## config.mk

```make
export PLATFORM = sky130hd
export DESIGN_NAME = timestamp_text_to_epoch_ms
export DESIGN_NICKNAME = d
export VERILOG_FILES = /design/src/design/tte_pkg.sv /design/src/design/tte_ctrl.sv /design/src/design/tte_dpath.sv /design/src/design/timestamp_text_to_epoch_ms.sv
export SDC_FILE = /design/constraint.sdc
export NUM_CORES = 2
export LEC_CHECK = 0
export ABC_AREA = 1
export BUFFER_PORTS_ARGS = -buffer_cell sky130_fd_sc_hd__buf_4
export CAP_MARGIN = 40
export CORE_UTILIZATION = 55
export CTS_BUF_LIST = sky130_fd_sc_hd__clkbuf_16
export DETAILED_ROUTE_END_ITERATION = 7
export GPL_TIMING_DRIVEN = 0
export PLACE_DENSITY = 0.74
export SETUP_SLACK_MARGIN = 0.2
export SLEW_MARGIN = 20
export SYNTH_ARGS = -nofsm -noshare
export SYNTH_HDL_FRONTEND = slang
export SYNTH_SLANG_ARGS = --single-unit
```

## constraint.sdc

```tcl
create_clock -name aclk -period 7.4 [get_ports aclk]
set_input_delay 1.48 -clock aclk [delete_from_list [all_inputs] [get_ports aclk]]
set_output_delay 1.48 -clock aclk [all_outputs]
set_load 0.1 [all_outputs]
```

## src/design/tte_pkg.sv

```systemverilog
// Types, status codes and calendar tables for the timestamp parser.
`default_nettype none
package tte_pkg;
    localparam logic [3:0] ST_OK      = 4'd0;
    localparam logic [3:0] ST_SYNTAX  = 4'd1;
    localparam logic [3:0] ST_MONTH   = 4'd2;
    localparam logic [3:0] ST_DAY     = 4'd3;
    localparam logic [3:0] ST_HOUR    = 4'd4;
    localparam logic [3:0] ST_MINUTE  = 4'd5;
    localparam logic [3:0] ST_SECOND  = 4'd6;
    localparam logic [3:0] ST_OFFHOUR = 4'd7;
    localparam logic [3:0] ST_OFFMIN  = 4'd8;

    typedef struct packed {
        logic       ld_year;
        logic       ld_month;
        logic       ld_day;
        logic       ld_hour;
        logic       ld_min;
        logic       ld_sec;
        logic       ld_offh;
        logic       ld_offm;
        logic       ld_frac;
        logic       first_digit;
        logic       set_plus;
        logic       set_minus;
        logic [3:0] digit;
        logic       parse_ok;
        logic       calc1;
        logic       calc2;
        logic       calc3;
        logic       out_load;
    } tte_cmd_t;

    typedef struct packed {
        logic out_free;
    } tte_stat_t;

    function automatic logic [4:0] month_days(input logic [3:0] m, input logic leap);
        logic [4:0] d;
        case (m)
            4'd2:                      d = leap ? 5'd29 : 5'd28;
            4'd4, 4'd6, 4'd9, 4'd11:   d = 5'd30;
            default:                   d = 5'd31;
        endcase
        return d;
    endfunction

    // day of a March-based year at which month m starts
    function automatic logic [8:0] month_start(input logic [3:0] m);
        logic [8:0] d;
        case (m)
            4'd3:    d = 9'd0;
            4'd4:    d = 9'd31;
            4'd5:    d = 9'd61;
            4'd6:    d = 9'd92;
            4'd7:    d = 9'd122;
            4'd8:    d = 9'd153;
            4'd9:    d = 9'd184;
            4'd10:   d = 9'd214;
            4'd11:   d = 9'd245;
            4'd12:   d = 9'd275;
            4'd1:    d = 9'd306;
            4'd2:    d = 9'd337;
            default: d = 9'd0;
        endcase
        return d;
    endfunction
endpackage
`default_nettype wire

```

## src/design/tte_ctrl.sv

```systemverilog
// Parse and sequencing state machine of the timestamp parser.
`default_nettype none
module tte_ctrl (
    input  wire logic               aclk,
    input  wire logic               aresetn,
    input  wire logic               s_tvalid,
    output logic                    s_tready,
    input  wire logic [7:0]         s_tdata,
    input  wire logic               s_tlast,
    output tte_pkg::tte_cmd_t       cmd,
    input  wire tte_pkg::tte_stat_t stat
);
    typedef enum logic [21:0] {
        PH_YEAR     = 22'd1 << 0,
        PH_AFT_YEAR = 22'd1 << 1,
        PH_MONTH    = 22'd1 << 2,
        PH_AFT_MON  = 22'd1 << 3,
        PH_DAY      = 22'd1 << 4,
        PH_AFT_DAY  = 22'd1 << 5,
        PH_HOUR     = 22'd1 << 6,
        PH_AFT_HOUR = 22'd1 << 7,
        PH_MIN      = 22'd1 << 8,
        PH_AFT_MIN  = 22'd1 << 9,
        PH_SEC      = 22'd1 << 10,
        PH_AFT_SEC  = 22'd1 << 11,
        PH_FRAC1    = 22'd1 << 12,
        PH_FRAC     = 22'd1 << 13,
        PH_OFFH     = 22'd1 << 14,
        PH_OFFCOLON = 22'd1 << 15,
        PH_OFFM     = 22'd1 << 16,
        PH_END      = 22'd1 << 17,
        CALC1       = 22'd1 << 18,
        CALC2       = 22'd1 << 19,
        CALC3       = 22'd1 << 20,
        CALC4       = 22'd1 << 21
    } state_t;

    state_t     state_reg, state_next;
    logic [2:0] dc_reg, dc_next;
    logic       syn_reg, syn_next;
    logic       ok_reg, ok_next;
    logic       accept, dig, ok, in_calc;
    logic [2:0] dc_inc;
    logic [7:0] c;

    assign c       = s_tdata;
    assign in_calc = (state_reg == CALC1) || (state_reg == CALC2) ||
                     (state_reg == CALC3) || (state_reg == CALC4);
    assign s_tready = !in_calc;
    assign accept   = s_tvalid && s_tready;
    assign dig      = (c >= 8'h30) && (c <= 8'h39);
    assign dc_inc   = dc_reg + 3'd1;

    always_comb begin
        state_next = state_reg;
        dc_next    = dc_reg;
        syn_next   = syn_reg;
        ok_next    = ok_reg;
        ok         = 1'b1;
        cmd        = '0;
        cmd.digit       = 4'(c - 8'h30);
        cmd.first_digit = (dc_reg == 3'd0);
        cmd.parse_ok    = ok_reg;
        if (accept && !syn_reg) begin
            case (state_reg)
                PH_YEAR, PH_MONTH, PH_DAY, PH_HOUR, PH_MIN, PH_SEC, PH_OFFH, PH_OFFM: begin
                    if (!dig) begin
                        ok = 1'b0;
                    end else begin
                        cmd.ld_year  = (state_reg == PH_YEAR);
                        cmd.ld_month = (state_reg == PH_MONTH);
                        cmd.ld_day   = (state_reg == PH_DAY);
                        cmd.ld_hour  = (state_reg == PH_HOUR);
                        cmd.ld_min   = (state_reg == PH_MIN);
                        cmd.ld_sec   = (state_reg == PH_SEC);
                        cmd.ld_offh  = (state_reg == PH_OFFH);
                        cmd.ld_offm  = (state_reg == PH_OFFM);
                        dc_next = dc_inc;
                        if (state_reg == PH_YEAR ? dc_inc >= 3'd4 : dc_inc >= 3'd2) begin
                            dc_next = 3'd0;
                            case (state_reg)
                                PH_YEAR:  state_next = PH_AFT_YEAR;
                                PH_MONTH: state_next = PH_AFT_MON;
                                PH_DAY:   state_next = PH_AFT_DAY;
                                PH_HOUR:  state_next = PH_AFT_HOUR;
                                PH_MIN:   state_next = PH_AFT_MIN;
                                PH_SEC:   state_next = PH_AFT_SEC;
                                PH_OFFH:  state_next = PH_OFFCOLON;
                                default:  state_next = PH_END;
                            endcase
                        end
                    end
                end
                PH_OFFCOLON: begin
                    if (c == ":") begin
                        state_next = PH_OFFM;
                        dc_next    = 3'd0;
                    end else begin
                        ok = 1'b0;
                    end
                end
                PH_AFT_YEAR, PH_AFT_MON, PH_AFT_DAY, PH_AFT_HOUR, PH_AFT_MIN, PH_AFT_SEC,
                PH_FRAC1, PH_FRAC: begin
                    if ((state_reg == PH_AFT_YEAR || state_reg == PH_AFT_MON) && c == "-") begin
                        state_next = (state_reg == PH_AFT_YEAR) ? PH_MONTH : PH_DAY;
                        dc_next    = 3'd0;
                    end else if (state_reg == PH_AFT_DAY && c == "T") begin
                        state_next = PH_HOUR;
                        dc_next    = 3'd0;
                    end else if ((state_reg == PH_AFT_HOUR || state_reg == PH_AFT_MIN) &&
                                 c == ":") begin
                        state_next = (state_reg == PH_AFT_HOUR) ? PH_MIN : PH_SEC;
                        dc_next    = 3'd0;
                    end else if (state_reg == PH_AFT_SEC && c == ".") begin
                        state_next = PH_FRAC1;
                    end else if ((state_reg == PH_FRAC1 || state_reg == PH_FRAC) && dig) begin
                        cmd.ld_frac = 1'b1;
                        state_next  = PH_FRAC;
                    end else if (state_reg == PH_FRAC1) begin
                        ok = 1'b0;
                    end else if (c == "Z") begin
                        state_next = PH_END;
                    end else if (c == "+" || c == "-") begin
                        cmd.set_plus  = (c == "+");
                        cmd.set_minus = (c == "-");
                        state_next    = PH_OFFH;
                        dc_next       = 3'd0;
                    end else begin
                        ok = 1'b0;
                    end
                end
                default: ok = 1'b0;
            endcase
            syn_next = !ok;
        end
        if (accept && s_tlast) begin
            ok_next = !syn_next &&
                      ((state_next == PH_AFT_YEAR) || (state_next == PH_AFT_MON) ||
                       (state_next == PH_AFT_DAY) || (state_next == PH_AFT_HOUR) ||
                       (state_next == PH_AFT_MIN) || (state_next == PH_AFT_SEC) ||
                       (state_next == PH_FRAC) || (state_next == PH_END));
            state_next = CALC1;
        end
        case (state_reg)
            CALC1: begin
                cmd.calc1  = 1'b1;
                state_next = CALC2;
                dc_next    = 3'd0;
                syn_next   = 1'b0;
            end
            CALC2: begin
                cmd.calc2  = 1'b1;
                state_next = CALC3;
            end
            CALC3: begin
                cmd.calc3  = 1'b1;
                state_next = CALC4;
            end
            CALC4: begin
                if (stat.out_free) begin
                    cmd.out_load = 1'b1;
                    state_next   = PH_YEAR;
                end
            end
            default: ;
        endcase
    end

    always_ff @(posedge aclk) begin
        if (!aresetn) begin
            state_reg <= PH_YEAR;
            dc_reg    <= 3'd0;
            syn_reg   <= 1'b0;
            ok_reg    <= 1'b0;
        end else begin
            state_reg <= state_next;
            dc_reg    <= dc_next;
            syn_reg   <= syn_next;
            ok_reg    <= ok_next;
        end
    end
endmodule
`default_nettype wire

```

## src/design/tte_dpath.sv

```systemverilog
// Field accumulators, range checks and epoch arithmetic of the timestamp parser.
`default_nettype none
module tte_dpath (
    input  wire logic              aclk,
    input  wire logic              aresetn,
    input  wire tte_pkg::tte_cmd_t cmd,
    output tte_pkg::tte_stat_t     stat,
    output logic                   m_tvalid,
    input  wire logic              m_tready,
    output logic [55:0]            m_tdata
);
    logic [13:0] year_reg;
    logic [6:0]  month_reg, day_reg, hour_reg, min_reg, sec_reg, offh_reg, offm_reg;
    logic [9:0]  millis_reg;
    logic [1:0]  fd_reg, sign_reg, sgn_s_reg;

    logic [3:0]  status_reg;
    logic [21:0] y365_reg;
    logic [11:0] yq_reg;
    logic [6:0]  y100_reg;
    logic [8:0]  doy_reg;
    logic [28:0] h_ms_reg, oh_ms_reg;
    logic [22:0] mi_ms_reg, om_ms_reg;
    logic [16:0] s_ms_reg;
    logic [9:0]  f_ms_reg;
    logic signed [24:0] days_reg;
    logic signed [31:0] tms_reg;
    logic signed [48:0] dms_reg;
    logic        mv_reg;
    logic [55:0] md_reg;

    logic [3:0]  dv;
    logic [11:0] lyq;
    logic [6:0]  ly100;
    logic        div4, div100, leap, mon_ok;
    logic [4:0]  dim;
    logic [3:0]  status_c;
    logic [14:0] ybig;
    logic [11:0] yq_c;
    logic [6:0]  y100_c;
    logic [9:0]  frac_c;
    logic signed [31:0] tsum, osum;
    logic signed [52:0] dprod;

    assign dv = cmd.digit;

    function automatic logic [6:0] acc2(input logic [6:0] a, input logic first,
                                        input logic [3:0] d);
        logic [10:0] t;
        t = (first ? 11'd0 : 11'(a) * 11'd10) + 11'(d);
        return t[6:0];
    endfunction

    // calendar checks on the held fields
    assign lyq    = year_reg[13:2];
    assign ly100  = 7'((24'(lyq) * 24'd2622) >> 16);
    assign div4   = (year_reg[1:0] == 2'd0);
    assign div100 = div4 && (lyq == 12'((12'(ly100) << 4) + (12'(ly100) << 3) + 12'(ly100)));
    assign leap   = div4 && (!div100 || (ly100[1:0] == 2'd0));
    assign mon_ok = (month_reg >= 7'd1) && (month_reg <= 7'd12);
    assign dim    = tte_pkg::month_days(month_reg[3:0], leap);

    always_comb begin
        if (!cmd.parse_ok)                             status_c = tte_pkg::ST_SYNTAX;
        else if (!mon_ok)                              status_c = tte_pkg::ST_MONTH;
        else if (day_reg < 7'd1 || day_reg > 7'(dim))  status_c = tte_pkg::ST_DAY;
        else if (hour_reg > 7'd23)                     status_c = tte_pkg::ST_HOUR;
        else if (min_reg > 7'd59)                      status_c = tte_pkg::ST_MINUTE;
        else if (sec_reg > ((min_reg == 7'd59) ? 7'd60 : 7'd59))
                                                       status_c = tte_pkg::ST_SECOND;
        else if (offh_reg > 7'd23)                     status_c = tte_pkg::ST_OFFHOUR;
        else if (offm_reg > 7'd59)                     status_c = tte_pkg::ST_OFFMIN;
        else                                           status_c = tte_pkg::ST_OK;
    end

    // shift the year by one 400-year era so every term stays non-negative
    assign ybig   = 15'(year_reg) + 15'd400 - ((month_reg <= 7'd2) ? 15'd1 : 15'd0);
    assign yq_c   = ybig[13:2];
    assign y100_c = 7'((24'(yq_c) * 24'd2622) >> 16);
    assign frac_c = (fd_reg == 2'd1) ? 10'(millis_reg * 10'd100) :
                    (fd_reg == 2'd2) ? 10'(millis_reg * 10'd10) : millis_reg;

    assign tsum = $signed({3'b0, h_ms_reg}) + $signed({9'b0, mi_ms_reg}) +
                  $signed({15'b0, s_ms_reg}) + $signed({22'b0, f_ms_reg});
    assign osum = $signed({3'b0, oh_ms_reg}) + $signed({9'b0, om_ms_reg});
    assign dprod = days_reg * $signed(28'sd86400000);

    always_ff @(posedge aclk) begin
        if (!aresetn || cmd.calc1) begin
            year_reg   <= '0;
            month_reg  <= 7'd1;
            day_reg    <= 7'd1;
            hour_reg   <= '0;
            min_reg    <= '0;
            sec_reg    <= '0;
            millis_reg <= '0;
            fd_reg     <= '0;
            sign_reg   <= '0;
            offh_reg   <= '0;
            offm_reg   <= '0;
        end else begin
            if (cmd.ld_year)
                year_reg <= 14'((cmd.first_digit ? 18'd0 : 18'(year_reg) * 18'd10) + 18'(dv));
            if (cmd.ld_month) month_reg <= acc2(month_reg, cmd.first_digit, dv);
            if (cmd.ld_day)   day_reg   <= acc2(day_reg, cmd.first_digit, dv);
            if (cmd.ld_hour)  hour_reg  <= acc2(hour_reg, 1'b0, dv);
            if (cmd.ld_min)   min_reg   <= acc2(min_reg, 1'b0, dv);
            if (cmd.ld_sec)   sec_reg   <= acc2(sec_reg, 1'b0, dv);
            if (cmd.ld_offh)  offh_reg  <= acc2(offh_reg, 1'b0, dv);
            if (cmd.ld_offm)  offm_reg  <= acc2(offm_reg, 1'b0, dv);
            if (cmd.ld_frac && fd_reg != 2'd3) begin
                millis_reg <= 10'(millis_reg * 10'd10 + 10'(dv));
                fd_reg     <= fd_reg + 2'd1;
            end
            if (cmd.set_plus)  sign_reg <= 2'd1;
            if (cmd.set_minus) sign_reg <= 2'd2;
        end
        if (cmd.calc1) begin
            status_reg <= status_c;
            y365_reg   <= 22'(ybig) * 22'd365;
            yq_reg     <= yq_c;
            y100_reg   <= y100_c;
            doy_reg    <= tte_pkg::month_start(month_reg[3:0]) + 9'(day_reg) - 9'd1;
            h_ms_reg   <= 29'(hour_reg) * 29'd3600000;
            mi_ms_reg  <= 23'(min_reg) * 23'd60000;
            s_ms_reg   <= 17'(sec_reg) * 17'd1000;
            f_ms_reg   <= frac_c;
            oh_ms_reg  <= 29'(offh_reg) * 29'd3600000;
            om_ms_reg  <= 23'(offm_reg) * 23'd60000;
            sgn_s_reg  <= sign_reg;
        end
        if (cmd.calc2) begin
            days_reg <= $signed({3'b0, y365_reg}) + $signed({13'b0, yq_reg}) -
                        $signed({18'b0, y100_reg}) + $signed({20'b0, y100_reg[6:2]}) +
                        $signed({16'b0, doy_reg}) - 25'sd865565;
            tms_reg  <= (sgn_s_reg == 2'd1) ? tsum - osum :
                        (sgn_s_reg == 2'd2) ? tsum + osum : tsum;
        end
        if (cmd.calc3)
            dms_reg <= dprod[48:0];
        if (cmd.out_load) begin
            md_reg[3:0]   <= status_reg;
            md_reg[52:4]  <= (status_reg != tte_pkg::ST_OK) ? 49'd0 :
                             49'(dms_reg + 49'(tms_reg));
            md_reg[55:53] <= 3'd0;
        end
    end

    always_ff @(posedge aclk) begin
        if (!aresetn) begin
            mv_reg <= 1'b0;
        end else if (cmd.out_load) begin
            mv_reg <= 1'b1;
        end else if (m_tready) begin
            mv_reg <= 1'b0;
        end
    end

    assign stat.out_free = !mv_reg || m_tready;
    assign m_tvalid      = mv_reg;
    assign m_tdata       = md_reg;
endmodule
`default_nettype wire

```

## src/design/timestamp_text_to_epoch_ms.sv

```systemverilog
// Streaming timestamp text parser that yields epoch milliseconds.
// Usage:
//   Feed the timestamp text on the s_ channel, one character per beat, with
//   s_tlast high on the final character. Characters are taken one per cycle
//   while s_tready is high. After the final character the parser runs the
//   date arithmetic steps with s_tready low (checks and era split, day sum,
//   day-to-millisecond multiply, final add); the result beat then appears
//   on m_ with status in bits 3:0 and epoch milliseconds in bits 52:4.
//   A result that is not taken holds in the output register; the parser then
//   holds in the last arithmetic step with s_tready low, so the next string
//   waits until the output register frees up.
//   Reset (aresetn low, synchronous) drops any result and partial parse.
`default_nettype none
module timestamp_text_to_epoch_ms (
    input  wire logic        aclk,
    input  wire logic        aresetn,
    input  wire logic        s_tvalid,
    output logic             s_tready,
    input  wire logic [7:0]  s_tdata,   // char_byte
    input  wire logic        s_tlast,   // last_char
    output logic             m_tvalid,
    input  wire logic        m_tready,
    output logic [55:0]      m_tdata    // status[3:0], epoch_ms[52:4], zero pad
);
    tte_pkg::tte_cmd_t  cmd;
    tte_pkg::tte_stat_t stat;

    tte_ctrl u_ctrl (
        .aclk(aclk), .aresetn(aresetn),
        .s_tvalid(s_tvalid), .s_tready(s_tready), .s_tdata(s_tdata), .s_tlast(s_tlast),
        .cmd(cmd), .stat(stat)
    );

    tte_dpath u_dpath (
        .aclk(aclk), .aresetn(aresetn), .cmd(cmd), .stat(stat),
        .m_tvalid(m_tvalid), .m_tready(m_tready), .m_tdata(m_tdata)
    );
endmodule
`default_nettype wire

```

==> results.json <==
{
  "status": "complete, but fails checks",
  "seq_area_um2": 11600,
  "crit_top_cell": "a21oi_2",
  "grt-ovfl-total": 0,
  "ys_seq_area_share_pct": 21.7,
  "grt_setup_unrepaired": "true",
  "die_height_um": 313,
  "critical_path_class": "reg -> reg",
  "worst_hold_path_type": "reg -> reg",
  "cp_data_arrival_time_ns": 8.72,
  "grt_pass1_vias": 40717,
  "cts.path.max_buffers": 3,
  "core_area_um2": 95600,
  "largest_reg_flops": 53,
  "layout_setup_ws_ns": -0.876,
  "numCtsBuffers": 53,
  "antenna_found_initial": 2,
  "fin_total_pwr_mw": 7.17,
  "diodes": 0,
  "ctsHtreeMaxLevel": 2,
  "clk_pin_slew_ns": 0.06,
  "relSlewSlack_pct": 42.6,
  "wl_per_cell_um": 16.4,
  "grt_max_degree": 98,
  "layout_common_cells": "inv_1 (1342), ha_1 (918), nand2_1 (752), a21oi_1 (471), fa_1 (454)",
  "finalMaxSlewViolations": 0,
  "cts_hold_buf": 0,
  "cp.required_ns": 7.85,
  "hold_viol": 0,
  "yosys_warnings": 0,
  "ioPinCount": 71,
  "multiInputGateArea_um2": 36900,
  "track_usage_pct": 25.5,
  "timing.reg2reg.setup_slack_ns": -0.88,
  "async_reset_ff_share_pct": 0,
  "fin_cells": 7654,
  "pre_cts_slack_ns": -1.36,
  "vias": 40727,
  "cp_slowest_cell": "fa_2",
  "design.die.area_um2": 98200,
  "worstSetupEndpointType": "register",
  "drc": 0,
  "drive_gt1_share_pct": 7.26,
  "avgSynthCellArea_um2": 8.67,
  "rows": 113,
  "violations": "setup timing",
  "antenna_left": 0,
  "root_buffer": "clkbuf_16",
  "start_util_pct": 55.8,
  "synthToLayoutAreaGrowth_pct": 9.92,
  "nets": 7751,
  "synth_edf_count": 309,
  "avgViaCountPerCell": 5.32,
  "place.gp.congestion": 0.908,
  "worst_slew_pin_slew_ns": 0.861,
  "clock_skew_ns": 0.0519,
  "finalCritPeriodShare_pct": 112,
  "power_per_cell_area_nw_per_um2": 122,
  "syn-cell-area_um2": 53300,
  "netlist_instances": 6150,
  "drv_cap": 0,
  "holdWs_ns": 0.415,
  "setup_viol": 4,
  "synth-seq-cells": 423,
  "synth.distinct_cells": 69,
  "p_leak_nw": 30.2,
  "final_common_cell": "inv_1",
  "wl_um": 125000,
  "worstPathMaxFanout": 5,
  "drtPass1Iterations": 6,
  "cts_sinks": 423,
  "io_buffer_count": 67,
  "dpl.cell_count": 7501,
  "grt_pass1_wl_um": 204000,
  "min_period_ns": 8.28,
  "critical_path.startpoint_type": "register",
  "cts_tree": "built",
  "critPathMaxStageDelay_ns": 0.61,
  "dp_hpwl_um": 101000,
  "timing.fmax_ghz": 0.121,
  "clk_latency_ns": 0.68,
  "first_iter_violations": 2599,
  "peakVddDrop_v": 0.000186,
  "die_x_um": 313,
  "fill_cells": 8066,
  "dominantRegCellSynth": "edfxtp_1"
}
-- timing repair --
action	in CTS	in global routing
gates resized for setup	54	102
endpoints found under the hold margin	0	0
buffers inserted	23	28
cloned	0	0
endpoints found under the setup margin	15	17
pin swaps	9	41
-- path summary, 6_finish.rpt --
path                                     startpoint                     to  cells past startpoint
worst max register to register  u_dpath.year_reg[8]  u_dpath.status_reg[3]                     46
worst max-delay path            u_dpath.year_reg[8]  u_dpath.status_reg[3]                     46
worst min register to register  u_dpath.f_ms_reg[0]     u_dpath.tms_reg[0]                      0
worst min-delay path            u_dpath.f_ms_reg[0]     u_dpath.tms_reg[0]                      0
-- worst max-delay path: cells and delay by family, from the launching register on --
| family | cells | cell delay (ns) |
|---|---|---|
| fa+ha+maj | 9 | 3.63 |
| compound gates | 10 | 1.35 |
| buf+inv | 9 | 0.71 |
| xor+xnor | 3 | 0.49 |
| flops | 1 | 0.38 |
| simple gates | 15 | 1.51 |
-- per-stage QoR --
| stage | setup TNS (ns) | utilization, % | cell area, um2 |
|---|---|---|---|
| global placement | -8.79 | 58.0 | 55500 |
| detailed placement | -7.35 | 58.3 | 55700 |
| global route | -4.82 | 61.4 | 58600 |
| finish | -3.13 | 61.4 | 58600 |
| floorplan | -0.0802 | - | 53400 |
| CTS | -4.09 | 60.6 | 58000 |
-- cells in the mapped netlist (7+ instances only) --
cell type  count  area [um2]
nand3_2        9        90.1
a21o_1        14         105
or2_2         15        93.8
a21boi_0       9        67.6
nor2_1       373        1400
inv_1       1361        5110
dfxtp_1      114        2280
o2111ai_1      8        70.1
ha_1         937       11700
xnor2_1      128        1120
o22ai_1       11        68.8
a31oi_1       28         175
o211ai_1      10        75.1
o21ai_0      280        1400
nor4_1        11        68.8
nand2_1      761        2860
edfxtp_1     309        9280
nor2_4        12         135
nand2_2        9        56.3
inv_2          7        26.3
a211oi_1      18         135
o21ai_1       18        90.1
nor3_1        64         320
nor2_2        20         125
nand2_4       10         113
fa_1         457        9150
a21boi_1       8        60.1
xor2_1       248        2170
a21oi_1      486        2430
nand4_1       37         231
o21bai_1      23         173
o221ai_1       7        61.3
clkbuf_1      43         161
and2_1         8        50.1
nand3b_1       8        60.1
nand3_1      204        1020
o21a_1        16         120
-- routing by layer --
metal | GRT usage, % | up-vias | share of wire (%) | routed length, um
met5 | 0 | - | 0.010 | 13
met4 | 7.71 | 2 | 3.0 | 3820
met3 | 2.59 | 225 | 5.0 | 6280
met2 | 43.3 | 943 | 47 | 59500
met1 | 34.5 | 19246 | 44 | 55700
li1 | - | 20311 | - | -
-- final cells by class --
cell class	instances	area share [%]
plain buffers	56	0.459
clock buffers	54	2.30
flip-flops and latches	423	19.8
multi-input cells	4299	63.0
clock inverters	46	0.868
well taps	1265	2.70
inverters	1374	8.90
repair buffers	137	1.97
-- logic make-up (layout without fill, tap and decap cells) --
| group | Yosys count | count (layout) | share of synthesized area, % |
|---|---|---|---|
| flops | 423 | 423 | 21.7 |
| simple gates | 1559 | 1559 | 12.9 |
| compound gates | 967 | 967 | 9.96 |
| buf+inv | 1430 | 1667 | 10.2 |
| other cells | 1 | 3 | 0.00703 |
| fa+ha+maj | 1394 | 1394 | 39.1 |
| xor+xnor | 376 | 376 | 6.17 |
-- power breakdown --
group | internal [mW] | switching [mW]
Combinational | 0.620 | 1.15
Clock | 1.68 | 1.10
Sequential | 2.60 | 0.0232
Total | 4.89 | 2.28
(Power assumes the default switching activity.)
